$ cat src/rtl/tle_pkg.sv
package tle_pkg;

  localparam int LINE_LEN = 64;
  localparam int IDX_W    = (LINE_LEN > 1) ? $clog2(LINE_LEN) : 1;
  localparam int POS_W    = $clog2(LINE_LEN + 1);
  localparam int SLOT_W   = 6;
  localparam int Q_DEPTH  = 4;
  localparam int QPTR_W   = $clog2(Q_DEPTH);
  localparam int QCNT_W   = $clog2(Q_DEPTH + 1);
  localparam int STEP_W   = 3;

  localparam logic [7:0] CH_BS    = 8'd8;
  localparam logic [7:0] CH_CR    = 8'd13;
  localparam logic [7:0] CH_LF    = 8'd10;
  localparam logic [7:0] CH_SPACE = 8'd32;
  localparam logic [7:0] CH_NUL   = 8'd0;

  typedef enum logic [1:0] {
    OP_CHAR,
    OP_CR,
    OP_BS,
    OP_READ
  } tle_op_t;

  typedef struct packed {
    tle_op_t    op;
    logic [7:0] data;
    logic       ready;
  } tle_cmd_t;

  // widen or cut a read slot to a store index
  function automatic logic [IDX_W-1:0] slot_to_idx(input logic [SLOT_W-1:0] s);
    logic [SLOT_W+IDX_W-1:0] w;
    w = {{IDX_W{1'b0}}, s};
    return w[IDX_W-1:0];
  endfunction

  function automatic logic slot_in_range(input logic [SLOT_W-1:0] s);
    return (SLOT_W + POS_W)'(s) < (SLOT_W + POS_W)'(LINE_LEN);
  endfunction

  // echo byte for one step of a command
  function automatic logic [7:0] echo_byte(input tle_op_t op, input logic [STEP_W-1:0] step,
                                           input logic [7:0] data);
    logic [7:0] b;
    b = data;
    unique case (op)
      OP_CR: begin
        unique case (step)
          3'd0:    b = CH_LF;
          3'd1:    b = CH_CR;
          default: b = CH_NUL;
        endcase
      end
      OP_BS: begin
        unique case (step)
          3'd0, 3'd3, 3'd5: b = CH_BS;
          3'd1, 3'd2:       b = CH_SPACE;
          default:          b = CH_NUL;
        endcase
      end
      OP_CHAR, OP_READ: b = data;
      default: b = data;
    endcase
    return b;
  endfunction

  function automatic logic echo_last(input tle_op_t op, input logic [STEP_W-1:0] step);
    logic l;
    l = 1'b1;
    unique case (op)
      OP_CR:   l = (step == 3'd2);
      OP_BS:   l = (step == 3'd5);
      default: l = 1'b1;
    endcase
    return l;
  endfunction

endpackage

$ cat src/rtl/terminal_line_editor_with_echo.sv
// First result word of an item passes the front stage register, the queue and the output register before m_tvalid.
// Throughput: one result word per cycle while m_tready is high; an item gives one (plain byte,
//   read), three (carriage return) or six (backspace) result words, set by the echo sequencer;
//   a 4-entry command queue lets the front take one item per cycle while it has room.
// Reset (rst, synchronous): position, ready flag, per-slot valid bits (store reads zero),
//   queue and output valid are cleared at once; no clearing pass.
module terminal_line_editor_with_echo import tle_pkg::*; (
  input  logic        clk,
  input  logic        rst,
  // input stream
  input  logic        s_tvalid,
  output logic        s_tready,
  input  logic [15:0] s_tdata,   // [7:0] rx_byte, [13:8] read_slot, [15:14] zero
  input  logic        s_tuser,   // [0] kind
  // result stream
  output logic        m_tvalid,
  input  logic        m_tready,
  output logic [15:0] m_tdata,   // [7:0] data_byte, [8] line_ready, [15:9] zero
  output logic        m_tuser,   // [0] result_kind
  output logic        m_tlast    // last word caused by one input word
);

  // front -> queue
  logic     push;
  tle_cmd_t push_cmd;
  logic     q_full;
  // queue -> back
  logic     q_valid;
  tle_cmd_t q_cmd;
  logic     pop;

  logic [7:0] data_byte;
  logic       line_ready;

  // Front: decode the word, update position, ready flag and line store, and
  // hand one command per word to the queue. Reads see the store in order.
  tle_front u_front (
    .clk      (clk),
    .rst      (rst),
    .in_valid (s_tvalid),
    .in_ready (s_tready),
    .in_kind  (s_tuser),
    .in_rx    (s_tdata[7:0]),
    .in_slot  (s_tdata[8 +: SLOT_W]),
    .push     (push),
    .push_cmd (push_cmd),
    .q_full   (q_full)
  );

  // Short queue: decouple decoding from echo draining.
  tle_queue u_queue (
    .clk      (clk),
    .rst      (rst),
    .push     (push),
    .push_cmd (push_cmd),
    .full     (q_full),
    .q_valid  (q_valid),
    .q_cmd    (q_cmd),
    .pop      (pop)
  );

  // Back: expand each command into its echo sequence through an output register.
  tle_back u_back (
    .clk            (clk),
    .rst            (rst),
    .q_valid        (q_valid),
    .q_cmd          (q_cmd),
    .pop            (pop),
    .out_valid      (m_tvalid),
    .out_ready      (m_tready),
    .out_kind       (m_tuser),
    .out_data       (data_byte),
    .out_line_ready (line_ready),
    .out_last       (m_tlast)
  );

  assign m_tdata = {7'd0, line_ready, data_byte};

endmodule

$ cat src/rtl/tle_front.sv
module tle_front import tle_pkg::*; (
  input  logic             clk,
  input  logic             rst,
  input  logic             in_valid,
  output logic             in_ready,
  input  logic             in_kind,
  input  logic [7:0]       in_rx,
  input  logic [SLOT_W-1:0] in_slot,
  output logic             push,
  output tle_cmd_t         push_cmd,
  input  logic             q_full
);

  logic [7:0]          mem [LINE_LEN];
  logic [LINE_LEN-1:0] valid;
  logic [LINE_LEN-1:0] valid_next;
  logic [POS_W-1:0]    wp;
  logic [POS_W-1:0]    wp_next;
  logic                ready_flag;
  logic                ready_flag_next;
  logic                acc;

  logic                st_valid;
  tle_op_t             st_op;
  logic [7:0]          st_data;
  logic                st_ready;
  logic                st_hit;
  logic [7:0]          rd_q;

  tle_op_t             op_c;
  logic                we;
  logic [7:0]          wdata;
  logic [IDX_W-1:0]    widx;
  logic [IDX_W-1:0]    ridx;
  logic                room;
  logic                is_cr;
  logic                is_bs;

  assign acc      = in_valid && in_ready;
  assign push     = st_valid && !q_full;
  assign in_ready = !st_valid || !q_full;
  assign room     = wp < POS_W'(LINE_LEN);
  assign widx     = wp[IDX_W-1:0];
  assign ridx     = slot_to_idx(in_slot);
  assign is_cr    = (in_rx == CH_CR);
  assign is_bs    = (in_rx == CH_BS) && (wp != '0);

  always_comb begin
    valid_next      = valid;
    wp_next         = wp;
    ready_flag_next = ready_flag;
    we              = 1'b0;
    wdata           = in_rx;
    op_c            = OP_READ;
    if (!in_kind) begin
      if (wp == '0) begin
        valid_next      = '0;
        ready_flag_next = 1'b0;
      end
      priority if (is_cr) begin
        op_c            = OP_CR;
        we              = room;
        wp_next         = '0;
        ready_flag_next = 1'b1;
      end else if (is_bs) begin
        // drop the slot at the position by marking it empty
        op_c    = OP_BS;
        wp_next = wp - POS_W'(1);
      end else begin
        op_c = OP_CHAR;
        we   = room;
        if (room) begin
          wp_next = wp + POS_W'(1);
        end
      end
      if (room && (is_cr || is_bs || op_c == OP_CHAR)) begin
        valid_next[widx] = !is_bs || is_cr;
      end
    end
  end

  always_ff @(posedge clk) begin
    if (rst) begin
      valid      <= '0;
      wp         <= '0;
      ready_flag <= 1'b0;
      st_valid   <= 1'b0;
    end else begin
      if (acc) begin
        valid      <= valid_next;
        wp         <= wp_next;
        ready_flag <= ready_flag_next;
        st_valid   <= 1'b1;
      end else if (push) begin
        st_valid <= 1'b0;
      end
    end
  end

  always_ff @(posedge clk) begin
    if (acc) begin
      st_op    <= op_c;
      st_data  <= in_rx;
      st_ready <= in_kind ? ready_flag : ready_flag_next;
      st_hit   <= slot_in_range(in_slot) && valid[ridx];
    end
  end

  // store port: one write, one registered read
  always_ff @(posedge clk) begin
    if (acc && we) begin
      mem[widx] <= wdata;
    end
  end

  always_ff @(posedge clk) begin
    if (acc && in_kind) begin
      rd_q <= mem[ridx];
    end
  end

  always_comb begin
    push_cmd.op    = st_op;
    push_cmd.ready = st_ready;
    push_cmd.data  = (st_op == OP_READ) ? (st_hit ? rd_q : 8'd0) : st_data;
  end

  assert property (@(posedge clk) disable iff (rst) wp <= POS_W'(LINE_LEN))
    else $error("write position past the store");

  assert property (@(posedge clk) disable iff (rst)
    acc && !in_kind && is_cr |=> (wp == '0) && ready_flag && st_valid)
    else $error("carriage return did not close the line");

endmodule

$ cat src/rtl/tle_queue.sv
module tle_queue import tle_pkg::*; (
  input  logic     clk,
  input  logic     rst,
  input  logic     push,
  input  tle_cmd_t push_cmd,
  output logic     full,
  output logic     q_valid,
  output tle_cmd_t q_cmd,
  input  logic     pop
);

  tle_cmd_t          slots [Q_DEPTH];
  logic [QPTR_W-1:0] wr_ptr;
  logic [QPTR_W-1:0] rd_ptr;
  logic [QCNT_W-1:0] count;

  assign full    = (count == QCNT_W'(Q_DEPTH));
  assign q_valid = (count != '0);
  assign q_cmd   = slots[rd_ptr];

  always_ff @(posedge clk) begin
    if (rst) begin
      wr_ptr <= '0;
      rd_ptr <= '0;
      count  <= '0;
    end else begin
      if (push) begin
        wr_ptr <= wr_ptr + QPTR_W'(1);
      end
      if (pop) begin
        rd_ptr <= rd_ptr + QPTR_W'(1);
      end
      unique case ({push, pop})
        2'b10:   count <= count + QCNT_W'(1);
        2'b01:   count <= count - QCNT_W'(1);
        default: count <= count;
      endcase
    end
  end

  always_ff @(posedge clk) begin
    if (push) begin
      slots[wr_ptr] <= push_cmd;
    end
  end

  assert property (@(posedge clk) disable iff (rst) !(push && full) && !(pop && !q_valid))
    else $error("queue overrun or underrun");

endmodule

$ cat src/rtl/tle_back.sv
module tle_back import tle_pkg::*; (
  input  logic     clk,
  input  logic     rst,
  input  logic     q_valid,
  input  tle_cmd_t q_cmd,
  output logic     pop,
  output logic     out_valid,
  input  logic     out_ready,
  output logic     out_kind,
  output logic [7:0] out_data,
  output logic     out_line_ready,
  output logic     out_last
);

  logic [STEP_W-1:0] step;
  logic              load;
  logic              last_c;

  assign load   = !out_valid || out_ready;
  assign last_c = echo_last(q_cmd.op, step);
  assign pop    = load && q_valid && last_c;

  always_ff @(posedge clk) begin
    if (rst) begin
      out_valid <= 1'b0;
      step      <= '0;
    end else if (load) begin
      out_valid <= q_valid;
      if (q_valid) begin
        step <= last_c ? '0 : step + STEP_W'(1);
      end
    end
  end

  always_ff @(posedge clk) begin
    if (load && q_valid) begin
      out_kind       <= (q_cmd.op == OP_READ);
      out_data       <= echo_byte(q_cmd.op, step, q_cmd.data);
      out_line_ready <= q_cmd.ready;
      out_last       <= last_c;
    end
  end

  assert property (@(posedge clk) disable iff (rst) (step != '0) |-> q_valid && step < 3'd6)
    else $error("echo step without a command");

endmodule
$ cat config.mk
export PLATFORM = sky130hd
export DESIGN_NAME = terminal_line_editor_with_echo
export DESIGN_NICKNAME = d
export VERILOG_FILES = /design/src/rtl/tle_pkg.sv /design/src/rtl/terminal_line_editor_with_echo.sv /design/src/rtl/tle_front.sv /design/src/rtl/tle_queue.sv /design/src/rtl/tle_back.sv
export SDC_FILE = /design/constraint.sdc
export NUM_CORES = 1
export LEC_CHECK = 0
export BUFFER_PORTS_ARGS = -buffer_cell sky130_fd_sc_hd__buf_2
export CAP_MARGIN = 5
export CORE_ASPECT_RATIO = 0.8
export CORE_UTILIZATION = 50
export DETAILED_ROUTE_END_ITERATION = 6
export GPL_ROUTABILITY_DRIVEN = 0
export GPL_TIMING_DRIVEN = 0
export PLACE_DENSITY = 0.66
export SLEW_MARGIN = 40
export SYNTH_ARGS = -nofsm -noshare
export SYNTH_HDL_FRONTEND = slang
export SYNTH_HIERARCHICAL = 1
export SYNTH_SLANG_ARGS = --single-unit
export TNS_END_PERCENT = 50
$ cat constraint.sdc
create_clock -name clk -period 5.96 [get_ports clk]
set_clock_uncertainty 0.05 [all_clocks]
set_input_delay 0 -clock clk [delete_from_list [all_inputs] [get_ports clk]]
set_output_delay 0 -clock clk [all_outputs]
set_load 0.03 [all_outputs]
== Yosys cells after proc, flatten, opt, wreduce, memory -nomap -nowiden ==
Memory sizes are Yosys's and may differ from the RTL's. A register that Yosys moved wholly into a read port is not among the register bits.
Index checks and enable logic that the tools add are counted.

* Add/subtract/negate cells: 7
* Magnitude comparators: 4
* Equality and inequality tests: 13
* Mux-type cells: 37
* Bitwise operators: 1
* Reductions and logical operators: 33

{| class="wikitable"
|+ Operators by type and width
! operator !! number
|-
| 2-to-1 mux 64 bit || 3
|-
| bitwise mux 64 bit || 1
|-
| case mux 8 bit (3 select lines) || 1
|-
| 2-to-1 mux 7 bit || 3
|-
| equality test 8 x 4 -> 1 bit, second input constant || 2
|-
| 2-to-1 mux 8 bit || 2
|-
| 2-to-1 mux 1 bit || 15
|-
| < comparator 6 x 7 -> 1 bit, second input constant || 2
|-
| case mux 6 bit (2 select lines) || 1
|-
| 2-to-1 mux 2 bit || 5
|-
| logical AND 1 bit || 9
|-
| equality test 2 bit, second input constant || 4
|-
| case mux 4 bit (2 select lines) || 1
|-
| adder 7 x 1 -> 7 bit, second input constant || 1
|-
| logical NOT 7 bit || 1
|-
| < comparator 7 bit, second input constant || 1
|-
| nonzero test 7 bit || 1
|-
| subtractor 7 x 1 -> 7 bit, second input constant || 1
|-
| adder 3 x 1 -> 3 bit, second input constant || 2
|-
| binary-select mux 1 bit (select 6 bit) || 1
|-
| demux 1 bit (select 6 bit) || 1
|-
| equality test 3 x 2 -> 1 bit, second input constant || 2
|-
| equality test 3 bit, second input constant || 2
|-
| >= comparator 6 x 1 -> 1 bit, second input constant || 1
|-
| other kinds (18) || 32
|}

* Flip-flop bits (word level): 107
* Bits in writable memories: 556
* Word-level logic and storage cells: 114
* Memories kept: 2

{| class="wikitable"
|+ Memories
! memory !! words !! bits a word !! read ports !! clocked after Yosys merged registers in !! write ports !! RTL line !! RTL
|-
| u_front.mem || 64 || 8 || 1 || 1 || 1 || tle_front.sv:14 || <nowiki>logic [7:0] mem [LINE_LEN];</nowiki>
|-
| u_queue.slots || 4 || 11 || 1 || 1 || 1 || tle_queue.sv:12 || <nowiki>tle_cmd_t slots [Q_DEPTH];</nowiki>
|}

== Logic depth before layout (Yosys ltp) ==
* Depth after elaboration: 9
* Mapped depth: 13

== Cells and area by module ==
Netlist, hierarchy kept.

{| class="wikitable"
|+ By module, submodules not included
! module !! times used !! cells each !! area each (µm²) !! sequential area each (µm²)
|-
| tle_front || 1 || 1,441 || 24,632.4 || 17,436.7
|-
| tle_queue || 1 || 100 || 2,015.7 || 1,501.4
|-
| tle_back || 1 || 61 || 759.5 || 410.4
|-
| terminal_line_editor_with_echo || 1 || 9 || 63.8 || 0.0
|}

== Worst setup path before layout ==
OpenSTA, ideal clock, no wires.

* Path type: register to register
* Start point: reg u_front.wp[0]
* End point: mem u_front.mem[5][0] (enable)
* Library setup time: 383 ps
* Arrival time: 2,883 ps
* Data required time: 5,527 ps
* Path slack: 2,643 ps
* Stages on the path, launching flop included: 13
* Buffers on the path: 3
* Cell sequence: dfxtp_1 -> or3_1 -> clkbuf_1 -> nor3_4 -> nor2_1 -> clkinv_1 -> buf_4 -> ha_1 -> o31ai_1 -> a21oi_1 -> buf_2 -> nand2_1 -> nor3_1

* Cells in the longest elaborated chain, start to end: 8

{| class="wikitable"
|+ RTL lines
! item !! RTL line !! RTL
|-
| start: declaration || tle_front.sv:17 || <nowiki>logic [POS_W-1:0] wp;</nowiki>
|-
| start signal: assignment || tle_front.sv:91 || <nowiki>wp <= wp_next;</nowiki>
|-
| branches (longest 8 deep; another with < comparator 7 bit) || - ||
|-
| end: declaration || tle_front.sv:14 ||
|}

Several ways; the timed one is not identified.

== Final worst setup path ==
* Start point: reg u_front.wp[0]
* End point: mem u_front.mem[19][0] (enable)

The elaborated chain is that of the path after synthesis.

==> summary.md <==
| Metric | Value |
|---|---|
| Status | completed |
| Number of global-route vias before repair | approximately 15000 |
| # H-tree levels | 2 |
| Worst min path class | in2reg |
| Fraction of layout cells with a size suffix above 1 | 0.2387 |
| Sequential cell area | roughly 19000 µm² |
| DR WL/cell | 26.15 µm |
| RSZ-0062 raised after global routing | no |
| Commonest non-fill, non-tap cells in the layout | edfxtp_1 (587), mux4_2 (164), nand2_1 (136) |
| Critical Path Start | u_front/wp[0] |
| Clock buffer count from CTS | 61 |
| PwrDens | between 300 and 400 nW/µm² |
| CTS Root Buffer Type | clkbuf_16 |
| Grt ovf | 0 |
| CTS tree | built |
| Synth-to-Final Area Change | 11.93% |
| DP Wirelength | approximately 42 mm |
| Largest net degree at the start of global routing | 70 |
| Clk sink count | a little under 700 |
| Final nets | roughly 1800 |
| Initial Utilization | 0.5086 |
| Reg clk slew, reported paths | about 0.06 ns |
| Syn Std Cell Area | approximately 27000 µm² |
| Final setup viols | 0 |
| Setup TNS | 0 ns |
| Tcrit/Tclk final | 0.8152 |
| Syn. warnings | 6 |
| Fraction of registers with async set/reset | 0 |
| Sequential share of power | 0.527 |
| Global-route usage over all layers | 0.2383 |
| Yosys top cell by area | edfxtp_1 |
| Core Util, Final | 0.5693 |
| Port bufs | 27 |
| P_sw | approximately 2.3 mW |
| Worst setup path category | reg2reg |
| Vias per cell | 6.237 |
| Leakage | around 9.6 nW |
| Cell Int Power | 7.766 mW |
| CP endpoint kind | register |
| Core area | 54010 µm² |
| Max-cap viol count | 0 |
| Register bit total from synthesis | between 600 and 700 |
| Post-synth top area share | 0.6416 |
| Sequential element share of the synthesized area | 0.7043 |
| Initial DRC count | 1495 |
| Worst EP required | just over 6 ns |
| Clock Path Buffers | 3 |
| Switching share of total power | 0.2251 |
| Hold path start | s_tuser |
| Slew Limit Fails | 0 |
| Antenna-violating nets left | 0 |
| Boundary Pins | a little over 40 |
| Initial antenna violation count | 2 |
| Multi-input combinational cell area | 7662 µm² |
| Critical Path Start Type | register |
| Reg-to-Reg Start | u_front/wp[0] |
| Router iterations before antenna repair | 7 |
| Clk_lat worst skew | around 0.62 ns |
| Netlist cell types | just under 70 |
| Row Count | 76 |
| Peak supply drop | 0.2565 mV |
| Die width | ~260 µm |
| Fmax | 205.8 MHz |
| Setup ws final | ~1.1 ns |
| WL final | between 60 and 70 mm |
| Layout filler cell count | ~4100 |
| Die Height | around 210 µm |
| Tmin final | between 4 and 5 ns |
| Synth Area per Inst | approximately 17 µm² |
| First-pass GRT wire length | about 97 mm |
| Main synth FF type | edfxtp_1 |
| Post-Syn Instances | 1611 |
| Ranking of synthesized cells by area | edfxtp_1 (64%), mux4_2 (13%), dfxtp_1 (6.3%) |
| Remaining DRCs | 0 |
| Max FO, Critical Path | 10 |
| Full die area | about 56000 µm² |
| Slew @ Worst Pin | between 0.9 and 1 ns |
| Via count | 15390 |
| Most common cell after layout, fill and taps aside | edfxtp_1 |
| Comb power frac | 0.087 |
| Max-slew headroom | 0.3615 |
| Clock network fraction of total power | 0.386 |
| Post-Place Worst Slack | 1.250 ns |
| CP arrival | between 5 and 6 ns |
| Post-synth EDFFs | around 600 |
| Hold violation total from the final report | 0 |
## logic make-up (layout without fill, tap and decap cells)
logic type / after synthesis / in the layout / synth area share
and+or+nand+nor: 395 / 395 / 0.06727
adders and majority gates: 17 / 17 / 0.008016
muxes: 209 / 209 / 0.1529
buffers and inverters: 125 / 272 / 0.02214
AOI/OAI and AO/OA: 185 / 185 / 0.04336
xor gates and xnor gates: 6 / 6 / 0.001913
other: 1 / 9 / 0.0001365
DFF: 673 / 673 / 0.7043
## worst max-delay path, cell delays in order, from the launching register on
cell and delay [ns]:
dfxtp_1 0.36, or3_1 0.38, clkbuf_1 0.20, nor3_4 0.43
nor2_1 0.21, clkinv_1 0.26, buf_4 0.26, ha_1 0.17
o31ai_1 0.07, a21oi_1 0.56, buf_2 0.32, nand2_1 0.42
nor2_1 0.77
## metrics by stage
| stage | instance area, µm² | instances | power, mW | hold slack, ns |
|---|---|---|---|---|
| after floorplan | 27490 | 1617 | 5.941 | 0.01907 |
| after global placement | 28510 | 2346 | 6.214 | 0.1737 |
| after detailed placement | 28600 | 2347 | 6.240 | 0.1818 |
| after CTS | 30680 | 2466 | 10.10 | 0.01183 |
| after global routing | 30740 | 2466 | 10.35 | 0.07924 |
| final | 30750 | 2468 | 10.02 | 0.06117 |
## synthesized netlist by cell type, drive strengths merged (10+ instances only)
library cell	n
edfxtp	587
mux4	165
nand2	137
nor2	120
dfxtp	86
a21oi	67
buf	58
clkbuf	52
nand3	40
o21ai	40
a22oi	35
mux2	31
nor3	17
ha	16
inv	14
mux2i	13
and2	12
a221oi	10
and3	10
nor4	10
## registers in the layout, summed over array words and instances (netlist names), 2 cells and up, named ones only
| register | count |
|---|---|
| u_back/step | 3 |
| u_front/rd_q | 8 |
| u_front/wp | 7 |
| u_front/st_data | 8 |
| u_queue/rd_ptr | 2 |
| u_front/valid | 64 |
| u_front/st_op | 2 |
| u_queue/wr_ptr | 2 |
| u_back/out_data | 8 |
| u_queue/count | 3 |
| u_queue/slots | 44 |
| u_front/mem | 512 |
## metal layers
layer,routed length [µm],part of all wire,vias up,GRT usage
met5,7,0.00011,-,0
met4,1909,0.030,2,0.07919
met2,29460,0.46,716,0.3605
li1,-,-,6583,-
met1,27170,0.42,7955,0.3491
met3,5994,0.093,137,0.04757
## area by class of cell
| type | count | area share |
|---|---|---|
| Timing Repair Buffer | 41 | 0.009562 |
| Antenna cell | 2 | 0.0001628 |
| Multi-Input combinational cell | 819 | 0.2492 |
| Inverter | 15 | 0.001831 |
| Buffer | 110 | 0.01823 |
| Clock inverter | 35 | 0.01172 |
| Clock buffer | 71 | 0.05151 |
| Tap cell | 702 | 0.02856 |
| Sequential cell | 673 | 0.6292 |
## worst paths after layout
check	endpoint	slack, ns	cells after the start
worst max register to register	u_front/mem[19][0]	1.10	12
worst max-delay path	u_front/mem[19][0]	1.10	12
worst min-delay path	u_front/ready_flag	0.06	3
worst min register to register	u_front/valid[0]	0.40	2
## power by group through the flow
| stage | Sequential, mW | Combinational (mW) | Clock [mW] |
|---|---|---|---|
| after floorplan | 5.46 | 0.484 | 0 |
| after global placement | 5.38 | 0.834 | 0 |
| after detailed placement | 5.38 | 0.861 | 0 |
| after CTS | 5.28 | 0.875 | 3.95 |
| after global routing | 5.29 | 0.939 | 4.12 |
| final | 5.28 | 0.872 | 3.87 |
## what timing repair did
action,in CTS,in global routing
hold endpoints to repair,537,0
hold buffers,13,0
resized for setup,0,0
setup buffers,0,0
(Power assumes the default switching activity.)
